## config.mk

```make
export PLATFORM = sky130hd
export DESIGN_NAME = clock_buffer_pool_manager_core
export DESIGN_NICKNAME = d
export VERILOG_FILES = /design/src/design/cbpm_pkg.sv /design/src/design/cbpm_ram.sv /design/src/design/clock_buffer_pool_manager_core.sv
export SDC_FILE = /design/constraint.sdc
export NUM_CORES = 1
export LEC_CHECK = 0
export ABC_AREA = 1
export BUFFER_PORTS_ARGS = -buffer_cell sky130_fd_sc_hd__buf_2
export CORE_MARGIN = 2
export CORE_UTILIZATION = 60
export DETAILED_ROUTE_END_ITERATION = 8
export GPL_TIMING_DRIVEN = 0
export PLACE_DENSITY = 0.73
export SYNTH_ARGS = -nofsm -noshare
export SYNTH_HDL_FRONTEND = slang
export SYNTH_SLANG_ARGS = --single-unit
```

## constraint.sdc

```tcl
create_clock -name clock -period 12.2 [get_ports clock]
set_clock_uncertainty 0.15 [all_clocks]
set_input_delay 1.22 -clock clock [delete_from_list [all_inputs] [get_ports clock]]
set_output_delay 1.22 -clock clock [all_outputs]
set_load 0.01 [all_outputs]
```

## src/design/cbpm_pkg.sv

```systemverilog
// Shared types and constants for the buffer pool frame table.
`timescale 1ns / 1ps
package cbpm_pkg;

   localparam int FRAMES_DEFAULT = 16;
   localparam int FRAME_W = 4;

   localparam logic [2:0] OP_READ    = 3'd0;
   localparam logic [2:0] OP_UNPIN   = 3'd1;
   localparam logic [2:0] OP_ALLOC   = 3'd2;
   localparam logic [2:0] OP_DISPOSE = 3'd3;
   localparam logic [2:0] OP_FLUSH   = 3'd4;

   localparam logic [2:0] ST_OK          = 3'd0;
   localparam logic [2:0] ST_EXCEEDED    = 3'd1;
   localparam logic [2:0] ST_NOT_FOUND   = 3'd2;
   localparam logic [2:0] ST_NOT_PINNED  = 3'd3;
   localparam logic [2:0] ST_PAGE_PINNED = 3'd4;
   localparam logic [2:0] ST_BAD_BUFFER  = 3'd5;

   typedef struct packed {
      logic [2:0]  op;
      logic [7:0]  file_id;
      logic [23:0] page_num;
      logic        mark_dirty;
   } req_type;

   typedef struct packed {
      logic [2:0]         status;
      logic [FRAME_W-1:0] frame_index;
      logic               hit;
      logic               writeback_valid;
      logic [7:0]         writeback_file;
      logic [23:0]        writeback_page;
      logic [FRAME_W-1:0] writeback_frame;
      logic               last;
   } rsp_type;

   // One frame table entry as stored in memory.
   typedef struct packed {
      logic        valid;
      logic        dirty;
      logic        refd;
      logic [7:0]  pins;
      logic [7:0]  tfile;
      logic [23:0] tpage;
   } entry_type;

   localparam int ENTRY_W = $bits(entry_type);

endpackage

```

## src/design/cbpm_ram.sv

```systemverilog
// Generic single-port-write, single-port-read RAM with registered read.
`timescale 1ns / 1ps
module cbpm_ram #(
   parameter int WIDTH = 8,
   parameter int DEPTH = 16
) (
   input  logic                     clock,
   input  logic                     wr_en,
   input  logic [$clog2(DEPTH)-1:0] wr_addr,
   input  logic [WIDTH-1:0]         wr_data,
   input  logic [$clog2(DEPTH)-1:0] rd_addr,
   output logic [WIDTH-1:0]         rd_data
);
   logic [WIDTH-1:0] mem [DEPTH];

   always_ff @(posedge clock) begin
      if (wr_en) mem[wr_addr] <= wr_data;
      rd_data <= mem[rd_addr];
   end
endmodule

```

## src/design/clock_buffer_pool_manager_core.sv

```systemverilog
// Top level of the buffer pool frame table with clock replacement.
// Each frame visit is a read state followed by a compare/write state. A search visits
// frames from 0 until a hit; an unpin/dispose miss ends after all FRAMES, a read/alloc
// miss goes on to a clock sweep of up to 2*FRAMES+1 visits; flush visits every frame.
// Undefined op: word in the next cycle, busy stays low. One item at a time; the final
// word is strobed in the same cycle that busy falls, flush write-back words while busy;
// the receiver cannot stall. Reset: synchronous; a clearing pass writes every entry
// invalid before the first item is taken (busy high meanwhile).
`timescale 1ns / 1ps
module clock_buffer_pool_manager_core import cbpm_pkg::*; #(
   parameter int FRAMES = FRAMES_DEFAULT
) (
   input  logic    clock,
   input  logic    reset,
   input  logic    start,
   output logic    busy,
   input  req_type req_data,
   output logic    rsp_strobe,
   output rsp_type rsp_data
);
   localparam int AW = $clog2(FRAMES);
   localparam int CW = $clog2(FRAMES + 1);

   typedef enum logic [3:0] {
      S_CLEAR, S_IDLE, S_SRCH_RD, S_SRCH, S_HIT, S_SWP_RD, S_SWP,
      S_FL_RD, S_FL
   } state_type;

   state_type       state_ff;
   req_type         req_ff;
   logic [AW-1:0]   addr_ff;      // frame being read
   logic [CW-1:0]   cnt_ff;       // frames visited in search / flush
   logic [CW-1:0]   pinned_ff;
   logic [AW-1:0]   hand_ff;
   rsp_type         rsp_ff;
   logic            strobe_ff;

   logic            wr_en;
   logic [AW-1:0]   wr_addr, rd_addr;
   entry_type       wr_data, rd_data;

   cbpm_ram #(.WIDTH(ENTRY_W), .DEPTH(FRAMES)) u_ram (
      .clock, .wr_en, .wr_addr, .wr_data, .rd_addr, .rd_data);

   logic [AW-1:0] hand_next;
   assign hand_next = (hand_ff == AW'(FRAMES - 1)) ? '0 : hand_ff + 1'b1;

   logic match;
   assign match = rd_data.valid && rd_data.tfile == req_ff.file_id &&
                  rd_data.tpage == req_ff.page_num;

   assign busy       = state_ff != S_IDLE;
   assign rsp_strobe = strobe_ff;
   assign rsp_data   = rsp_ff;

   function automatic rsp_type mk(logic [2:0] st, logic [AW-1:0] fr, logic h);
      rsp_type r;
      r = '0;
      r.status = st;
      r.frame_index = FRAME_W'(fr);
      r.hit = h;
      r.last = 1'b1;
      return r;
   endfunction

   // ok word carrying a write-back of the frame's old page
   function automatic rsp_type mk_wb(logic [AW-1:0] fr, logic [7:0] wf, logic [23:0] wp,
                                     logic lst);
      rsp_type r;
      r = '0;
      r.status = ST_OK;
      r.frame_index = FRAME_W'(fr);
      r.writeback_valid = 1'b1;
      r.writeback_file = wf;
      r.writeback_page = wp;
      r.writeback_frame = FRAME_W'(fr);
      r.last = lst;
      return r;
   endfunction

   entry_type new_e;
   always_comb begin
      new_e = '0;
      new_e.valid = 1'b1;
      new_e.refd = 1'b1;
      new_e.pins = 8'd1;
      new_e.tfile = req_ff.file_id;
      new_e.tpage = req_ff.page_num;
   end

   // write port and read address; every write lands at addr_ff
   always_comb begin
      wr_en = 1'b0;
      wr_addr = addr_ff;
      wr_data = rd_data;
      rd_addr = addr_ff;
      unique case (state_ff)
         S_CLEAR: begin
            wr_en = 1'b1;
            wr_data = '0;
         end
         S_HIT: begin
            wr_en = 1'b1;
            unique case (req_ff.op)
               OP_UNPIN: begin
                  wr_en = rd_data.pins != 8'd0;
                  wr_data.pins = rd_data.pins - 8'd1;
                  if (req_ff.mark_dirty) wr_data.dirty = 1'b1;
               end
               OP_DISPOSE: wr_data = '0;
               default: begin
                  wr_data.refd = 1'b1;
                  if (rd_data.pins != 8'hFF) wr_data.pins = rd_data.pins + 8'd1;
               end
            endcase
         end
         S_SWP: begin
            if (pinned_ff < CW'(FRAMES)) begin
               if (!rd_data.valid) begin
                  wr_en = 1'b1; wr_data = new_e;
               end else if (rd_data.refd) begin
                  wr_en = 1'b1; wr_data.refd = 1'b0;
               end else if (rd_data.pins == 8'd0) begin
                  wr_en = 1'b1; wr_data = new_e;
               end
            end
         end
         S_FL: begin
            if (cnt_ff != CW'(FRAMES) && rd_data.valid &&
                rd_data.tfile == req_ff.file_id && rd_data.pins == 8'd0) begin
               wr_en = 1'b1; wr_data = '0;
            end
         end
         default: ;
      endcase
   end

   always_ff @(posedge clock) begin
      strobe_ff <= 1'b0;
      if (reset) begin
         state_ff <= S_CLEAR;
         addr_ff <= '0;
         hand_ff <= AW'(FRAMES - 1);
         cnt_ff <= '0;
         pinned_ff <= '0;
      end else begin
         unique case (state_ff)
            S_CLEAR: begin
               addr_ff <= addr_ff + 1'b1;
               if (addr_ff == AW'(FRAMES - 1)) begin
                  addr_ff <= '0;
                  state_ff <= S_IDLE;
               end
            end
            S_IDLE: if (start) begin
               req_ff <= req_data;
               addr_ff <= '0;
               cnt_ff <= '0;
               pinned_ff <= '0;
               if (req_data.op == OP_FLUSH) state_ff <= S_FL_RD;
               else if (req_data.op > OP_FLUSH) begin
                  rsp_ff <= mk(ST_BAD_BUFFER, '0, 1'b0);
                  strobe_ff <= 1'b1;
               end else state_ff <= S_SRCH_RD;
            end
            S_SRCH_RD: state_ff <= S_SRCH;
            S_SRCH: begin
               if (match) begin
                  state_ff <= S_HIT;
                  if (req_ff.op == OP_UNPIN)
                     rsp_ff <= mk(rd_data.pins == 8'd0 ? ST_NOT_PINNED : ST_OK,
                                  addr_ff, 1'b1);
                  else rsp_ff <= mk(ST_OK, addr_ff, 1'b1);
               end else if (cnt_ff == CW'(FRAMES - 1)) begin
                  unique case (req_ff.op)
                     OP_UNPIN: begin
                        rsp_ff <= mk(ST_NOT_FOUND, '0, 1'b0);
                        strobe_ff <= 1'b1;
                        state_ff <= S_IDLE;
                     end
                     OP_DISPOSE: begin
                        rsp_ff <= mk(ST_OK, '0, 1'b0);
                        strobe_ff <= 1'b1;
                        state_ff <= S_IDLE;
                     end
                     default: begin
                        addr_ff <= hand_next;
                        hand_ff <= hand_next;
                        state_ff <= S_SWP_RD;
                     end
                  endcase
               end else begin
                  cnt_ff <= cnt_ff + 1'b1;
                  addr_ff <= addr_ff + 1'b1;
                  state_ff <= S_SRCH_RD;
               end
            end
            S_HIT: begin
               strobe_ff <= 1'b1;
               state_ff <= S_IDLE;
            end
            S_SWP_RD: state_ff <= S_SWP;
            S_SWP: begin
               if (pinned_ff >= CW'(FRAMES)) begin
                  // hand already advanced for this visit; undo it
                  hand_ff <= (hand_ff == '0) ? AW'(FRAMES - 1) : hand_ff - 1'b1;
                  rsp_ff <= mk(ST_EXCEEDED, '0, 1'b0);
                  strobe_ff <= 1'b1;
                  state_ff <= S_IDLE;
               end else if (!rd_data.valid ||
                            (!rd_data.refd && rd_data.pins == 8'd0)) begin
                  if (rd_data.valid && rd_data.dirty)
                     rsp_ff <= mk_wb(addr_ff, rd_data.tfile, rd_data.tpage, 1'b1);
                  else
                     rsp_ff <= mk(ST_OK, addr_ff, 1'b0);
                  strobe_ff <= 1'b1;
                  state_ff <= S_IDLE;
               end else begin
                  if (!rd_data.refd) pinned_ff <= pinned_ff + 1'b1;
                  addr_ff <= hand_next;
                  hand_ff <= hand_next;
                  state_ff <= S_SWP_RD;
               end
            end
            S_FL_RD: state_ff <= S_FL;
            S_FL: begin
               if (cnt_ff == CW'(FRAMES)) begin
                  // closing word; rd_data is stale in this cycle
                  rsp_ff <= mk(ST_OK, '0, 1'b0);
                  strobe_ff <= 1'b1;
                  state_ff <= S_IDLE;
               end else if (rd_data.valid && rd_data.tfile == req_ff.file_id &&
                            rd_data.pins != 8'd0) begin
                  rsp_ff <= mk(ST_PAGE_PINNED, addr_ff, 1'b0);
                  strobe_ff <= 1'b1;
                  state_ff <= S_IDLE;
               end else begin
                  if (rd_data.valid && rd_data.tfile == req_ff.file_id &&
                      rd_data.dirty) begin
                     rsp_ff <= mk_wb(addr_ff, rd_data.tfile, rd_data.tpage, 1'b0);
                     strobe_ff <= 1'b1;
                  end
                  if (cnt_ff == CW'(FRAMES - 1)) begin
                     // stay in S_FL to emit the closing word
                     cnt_ff <= CW'(FRAMES);
                     state_ff <= S_FL;
                  end else begin
                     cnt_ff <= cnt_ff + 1'b1;
                     addr_ff <= addr_ff + 1'b1;
                     state_ff <= S_FL_RD;
                  end
               end
            end
            default: state_ff <= S_IDLE;
         endcase
      end
   end
endmodule

```

* Yosys cells after proc, flatten, opt, wreduce, memory -nomap -nowiden
Memory sizes are Yosys's and may differ from the RTL's. A register that Yosys moved wholly into a read port is not among the register bits.
Index checks and enable logic that the tools add are counted.
** Cells by class
- Multiplexer cells :: 92
- $lt $le $gt $ge :: 3
- Equality and inequality tests :: 41
- Reductions and logical operators :: 29
- Bitwise operators :: 1
- Add/subtract/negate cells :: 7
** Operators with widths (count)
- $mux 46 :: 10
- $pmux 46 s4 :: 1
- $pmux 43 s4 :: 1
- $mux 43 :: 3
- $mux 4 :: 24
- $pmux 46 s2 :: 1
- $mux 45 :: 1
- $mux 5 :: 9
- $mux 42 :: 1
- $mux 40 :: 1
- $mux 38 :: 1
- $mux 32 :: 1
- $pmux 4 s8 :: 1
- $ne 2x2->1 const B :: 14
- $eq 24x24->1 :: 1
- $mux 1 :: 22
- $pmux 4 s5 :: 1
- $reduce_and 9->1 :: 2
- $eq 4x3->1 const B :: 4
- $pmux 8 s2 :: 1
- $ne 3x3->1 const B :: 5
- $pmux 5 s3 :: 1
- $eq 4x4->1 const B :: 3
- $add 5x1->5 const B :: 2
- 42 further kinds :: 62
** Storage, ports and cells
- RAM bits :: 688
- Register bits after elaboration :: 105
- Output and inout port bits :: 48
- Logic and storage cells :: 192
- Memories kept :: 1
- Input bits :: 39
** Memory list
- u_ram.mem :: words 16, bits a word 43, read ports 1, clocked after Yosys merged registers in 1, write ports 1, line cbpm_ram.sv:14 : logic [WIDTH-1:0] mem [DEPTH];

* Logic depth before layout (Yosys ltp)
- Word-level depth :: 8
- Depth in mapped cells :: 14
- Depth with buffers taken out :: 14

* Hierarchy
Synthesis repeated with hierarchy kept, for this count alone.
** Unflattened totals
- Cell total of the unflattened synthesis :: 3622
- Area total of the unflattened synthesis :: 36480.0 sq um
** Modules (own cells, without submodules)
- cbpm_ram :: sequential area each 21520.6 sq um, times used 1, cells an instance 2838, area an instance 30264.0 sq um
- clock_buffer_pool_manager_core :: sequential area each 2922.8 sq um, times used 1, cells an instance 784, area an instance 6216.0 sq um

* Least setup slack after synthesis
Ideal clock, no wire load.
- Kind :: reg2reg
- Start :: register state_ff[0]
- End :: memory u_ram.mem[11][0] in the netlist's numbering, enable pin
- Arrival time :: 4301 ps
- Setup slack :: 7253 ps
- Library setup time :: 497 ps
- Period minus slack after synthesis :: 4947 ps
- Required time :: 11553 ps
- Path buffers :: 1
- Cell stages (with the launch flop) :: 11
- Cells stage by stage :: dfxtp_1 nor2_1 inv_1 nor2_4 buf_2 inv_1 o21ai_0 a21oi_1 nand2_1 inv_1 nor3_1
** On the way
- Word-level cells in the longest chain between the ends :: 4
- Elaborated cells on any way between the ends :: 7
- Classes of those cells :: eq/ne (3); mux (3); reduce/logical (1)
** RTL lines
- start: declaration :: line clock_buffer_pool_manager_core.sv:29 : state_type state_ff;
- start signal: assignment :: line clock_buffer_pool_manager_core.sv:141 : state_ff <= S_CLEAR;
- start signal: assignment :: line clock_buffer_pool_manager_core.sv:152 : state_ff <= S_IDLE;
- start signal: assignment :: line clock_buffer_pool_manager_core.sv:160 : if (req_data.op == OP_FLUSH) state_ff <= S_FL_RD;
- $eq 4x4->1, or another cell as far along :: line clock_buffer_pool_manager_core.sv:97 : unique case (state_ff)
- $pmux 1 s4 (*) :: line clock_buffer_pool_manager_core.sv:97
- $mux 1 (*) :: line cbpm_ram.sv:17 : if (wr_en) mem[wr_addr] <= wr_data;
- $mux 1 (not written as such) (*) :: line cbpm_ram.sv:17
- end: declaration :: line cbpm_ram.sv:14
Mark *: on every way between the ends. The rest lies on a longest branch, timed or not.

* Worst setup path after layout
- Start :: register addr_ff[0]
- End :: memory u_ram.mem[14][18] in the netlist's numbering, enable pin
** RTL lines
- start: declaration :: line clock_buffer_pool_manager_core.sv:31 : logic [AW-1:0] addr_ff;
- start signal: assignment :: line clock_buffer_pool_manager_core.sv:149 : addr_ff <= addr_ff + 1'b1;
- start signal: assignment :: line clock_buffer_pool_manager_core.sv:187 : addr_ff <= hand_next;
- start signal: assignment :: line clock_buffer_pool_manager_core.sv:194 : addr_ff <= addr_ff + 1'b1;
No word-level cell before the write port.

==> results.md <==
- Worst Tran Pin Value: 1.317 ns
- Total negative slack: 0 ns
- Die Footprint: 57630 um^2
- Commonest non-fill, non-tap cell in the layout: edfxtp_1
- Seq/Total Area, Yosys: 73.11%
- Nature of the critical path endpoint: register
- Final Hold Fails: 0
- Layout net count: 3011
- Max IR drop VDD: 0.1599 mV
- Internal: 4.725 mW
- Gr ovfl total: 0
- Hold depth: 2
- Worst path slowest cell: nor2_4
- Pins Over Slew Limit: 0
- Min-Delay Path Class: reg -> reg
- I/O pin cnt: 87
- GP Congestion: 0.9054
- Syn nets: 2801
- Post-synth EDFFs: 770
- Crit Path Max Fanout: 23
- CTS Buf Count: 81
- All-Layer GR Usage: 35.46%
- Die Y: 240.1 um
- Combinational Power Share: 8.7%
- Sw Pwr: 1.500 mW
- Bufs on Longest Clock Path: 3
- DRT Pass-1 Iters: 6
- Final Cycle Share: 34.05%
- Hpwl dp: 66950 um
- Clock power frac: 39.2%
- CP Cell Sequence: inv_1 > clkbuf_1 > clkbuf_1 > ha_1 > nand2_1 > nor2_4 > buf_12
- Leak: 13.10 nW
- Worst EP arrival: 4.31 ns
- Ys flop type: edfxtp_1
- Required time worst endpoint: 12.36 ns
- Clock slew at reported path FFs: 0.06 ns
- Vias per inst: 6.492
- RSZ-0062 raised after global routing: false
- Sw frac: 24.10%
- Share of layout cells above drive strength 1: 10.01%
- Core Region: 55090 um^2
- Most frequent cells in the layout: edfxtp_1, nor2_1, nand2_1
- H-tree Lvls: 3
- Maxcap violations: 0
- Finished layout cell area: 38120 um^2
- Worst stage delay on the critical path: 0.80 ns
- Final setup fails: 0
- Min Tclk post-route: 4.154 ns
- CTS tree: yes
- Starting Density: 60.69%
- Largest net degree at the start of global routing: 28
- Clk root buf: clkbuf_16
- Post_cts resized: 0
- Port buffer count: 85
- Area post-placement: 35570 um^2
- Syn Inst Count: 2747
- Chip Width: 240.1 um
- Seq pwr share: 52.1%
- Outcome: finished clean
- Synthesized area: 33430 um^2
- Synth cell types: 48
- Hold buffers post-CTS: 0
- FF+latch count, synth: 836
- Post-CTS Setup Inserts: 0
- # DRC: 0
- Async set-or-reset flop fraction in the synthesized netlist: 0%
- Worst-Skew Late Latency: 0.64 ns
- Syn-to-layout area delta: 14.02%
- Warnings from Yosys: 0
- Cell Rows: 86
- Post-DRT Antenna Nets: 0
- Fmax: 0.2408 GHz
- Initial antenna violation count: 6
- Post-synthesis average cell area: 12.17 um^2
- Final wirelength: 101400 um
- Pwr Density: 163.3 nW/um^2
- Setup crit start kind: register
- Reg2reg path depth: 7
- WP depth: 7
- Avg WL per Cell: 26.92 um
- Number of global-route vias before repair: 23438
- Via count: 24454
- Buf/Inv on CP: 4
- CP most frequent cell: clkbuf_1
- First-pass GRT wire length: 147300 um
- Clk sinks: 836
- Slew margin rel.: 12.22%
- WS Path Type: reg -> reg
- Starting DRT DRC Count: 3878
- CP top delay family: buffers and inverters
[cells by family after synthesis]
logic type,count (synthesis),synth area share (%)
fa+ha+maj,15,0.5613
xor+xnor,31,0.8121
buf+inv,257,3.039
flops,836,73.11
compound gates,638,10.61
simple gates,970,11.87
[power groups by stage]
| stage | clock, mW | combinational (mW) | sequential [mW] |
|---|---|---|---|
| 6_report | 2.44 | 0.543 | 3.24 |
| 5_1_grt | 2.54 | 0.576 | 3.25 |
| 4_1_cts | 2.43 | 0.525 | 3.24 |
| 3_5_place_dp | 0 | 0.520 | 3.30 |
| 3_3_place_gp | 0 | 0.487 | 3.30 |
| 2_1_floorplan | 0 | 0.315 | 3.28 |
[synthesized netlist by cell type, types with 6 or more instances]
| library cell | number | area, um^2 |
|---|---|---|
| edfxtp_1 | 770 | 23120 |
| nor2_1 | 431 | 1618 |
| nand2_1 | 405 | 1520 |
| o21ai_0 | 380 | 1902 |
| o22ai_1 | 178 | 1114 |
| clkbuf_1 | 133 | 499.2 |
| inv_1 | 103 | 386.6 |
| dfxtp_1 | 66 | 1321 |
| nand4_1 | 51 | 319.1 |
| nand3_1 | 42 | 210.2 |
| a21oi_1 | 38 | 190.2 |
| a21boi_0 | 19 | 142.6 |
| xor2_1 | 18 | 157.7 |
| ha_1 | 15 | 187.7 |
| nor3_1 | 13 | 65.06 |
| xnor2_1 | 13 | 113.9 |
| buf_2 | 8 | 40.04 |
| nor2_2 | 6 | 37.54 |
[area by class of cell]
cell class / instances / area, um^2
antenna: 2 / 5.005
clock buffer: 110 / 2268
sequential: 836 / 24440
tap: 748 / 935.9
inverter: 105 / 394.1
timing repair buffer: 127 / 1079
clock inverter: 33 / 276.5
fill: 3858 / 16970
multi-input combinational: 1654 / 8099
buffer: 152 / 621.8
[sequential cells by signal, indices dropped and copies added, names as in the netlist]
register,cells
rsp_strobe,1
new_e,32
u_ram.rd_data,43
addr_ff,4
hand_ff,4
cnt_ff,5
pinned_ff,5
rsp_data,46
req_ff,4
u_ram.mem,688
state_ff,4
[per-stage QoR]
step	std cells	power (mW)	hold slack, ns	setup WS, ns	util, %
floorplan	2747	3.597	0.2889	7.253	-
global placement	3580	3.791	0.3205	3.525	63.16
detailed placement	3622	3.819	0.3331	8.193	64.56
CTS	3765	6.196	0.3377	8.151	69.18
global route	3765	6.360	0.3818	8.017	69.19
finish	3767	6.226	0.3359	8.046	69.20
[worst min-delay path: cells and delay by family (launching register included)]
| kind | cells | cell delay, ns |
|---|---|---|
| flip-flops | 1 | 0.31 |
| AND/OR/NAND/NOR | 1 | 0.08 |
| AO/OA/AOI/OAI | 1 | 0.06 |
[path summary, 6_finish.rpt]
| kind | from | endpoint | slack (ns) |
|---|---|---|---|
| setup / recovery | addr_ff[0] | u_ram.mem[14][18] | 8.05 |
| hold / removal | pinned_ff[3] | pinned_ff[4] | 0.34 |
| setup reg to reg | addr_ff[0] | u_ram.mem[14][18] | 8.05 |
| hold reg to reg | pinned_ff[3] | pinned_ff[4] | 0.34 |
[metal layers]
metal,GRT usage (%),share of wire (%),vias up
met2,55.11,46,1967
met1,46.28,35,11794
li1,-,-,10319
met3,9.759,13,364
met5,0,0.062,-
met4,17.82,5.2,10
Note: power is estimated with default switching activity, not from simulation.
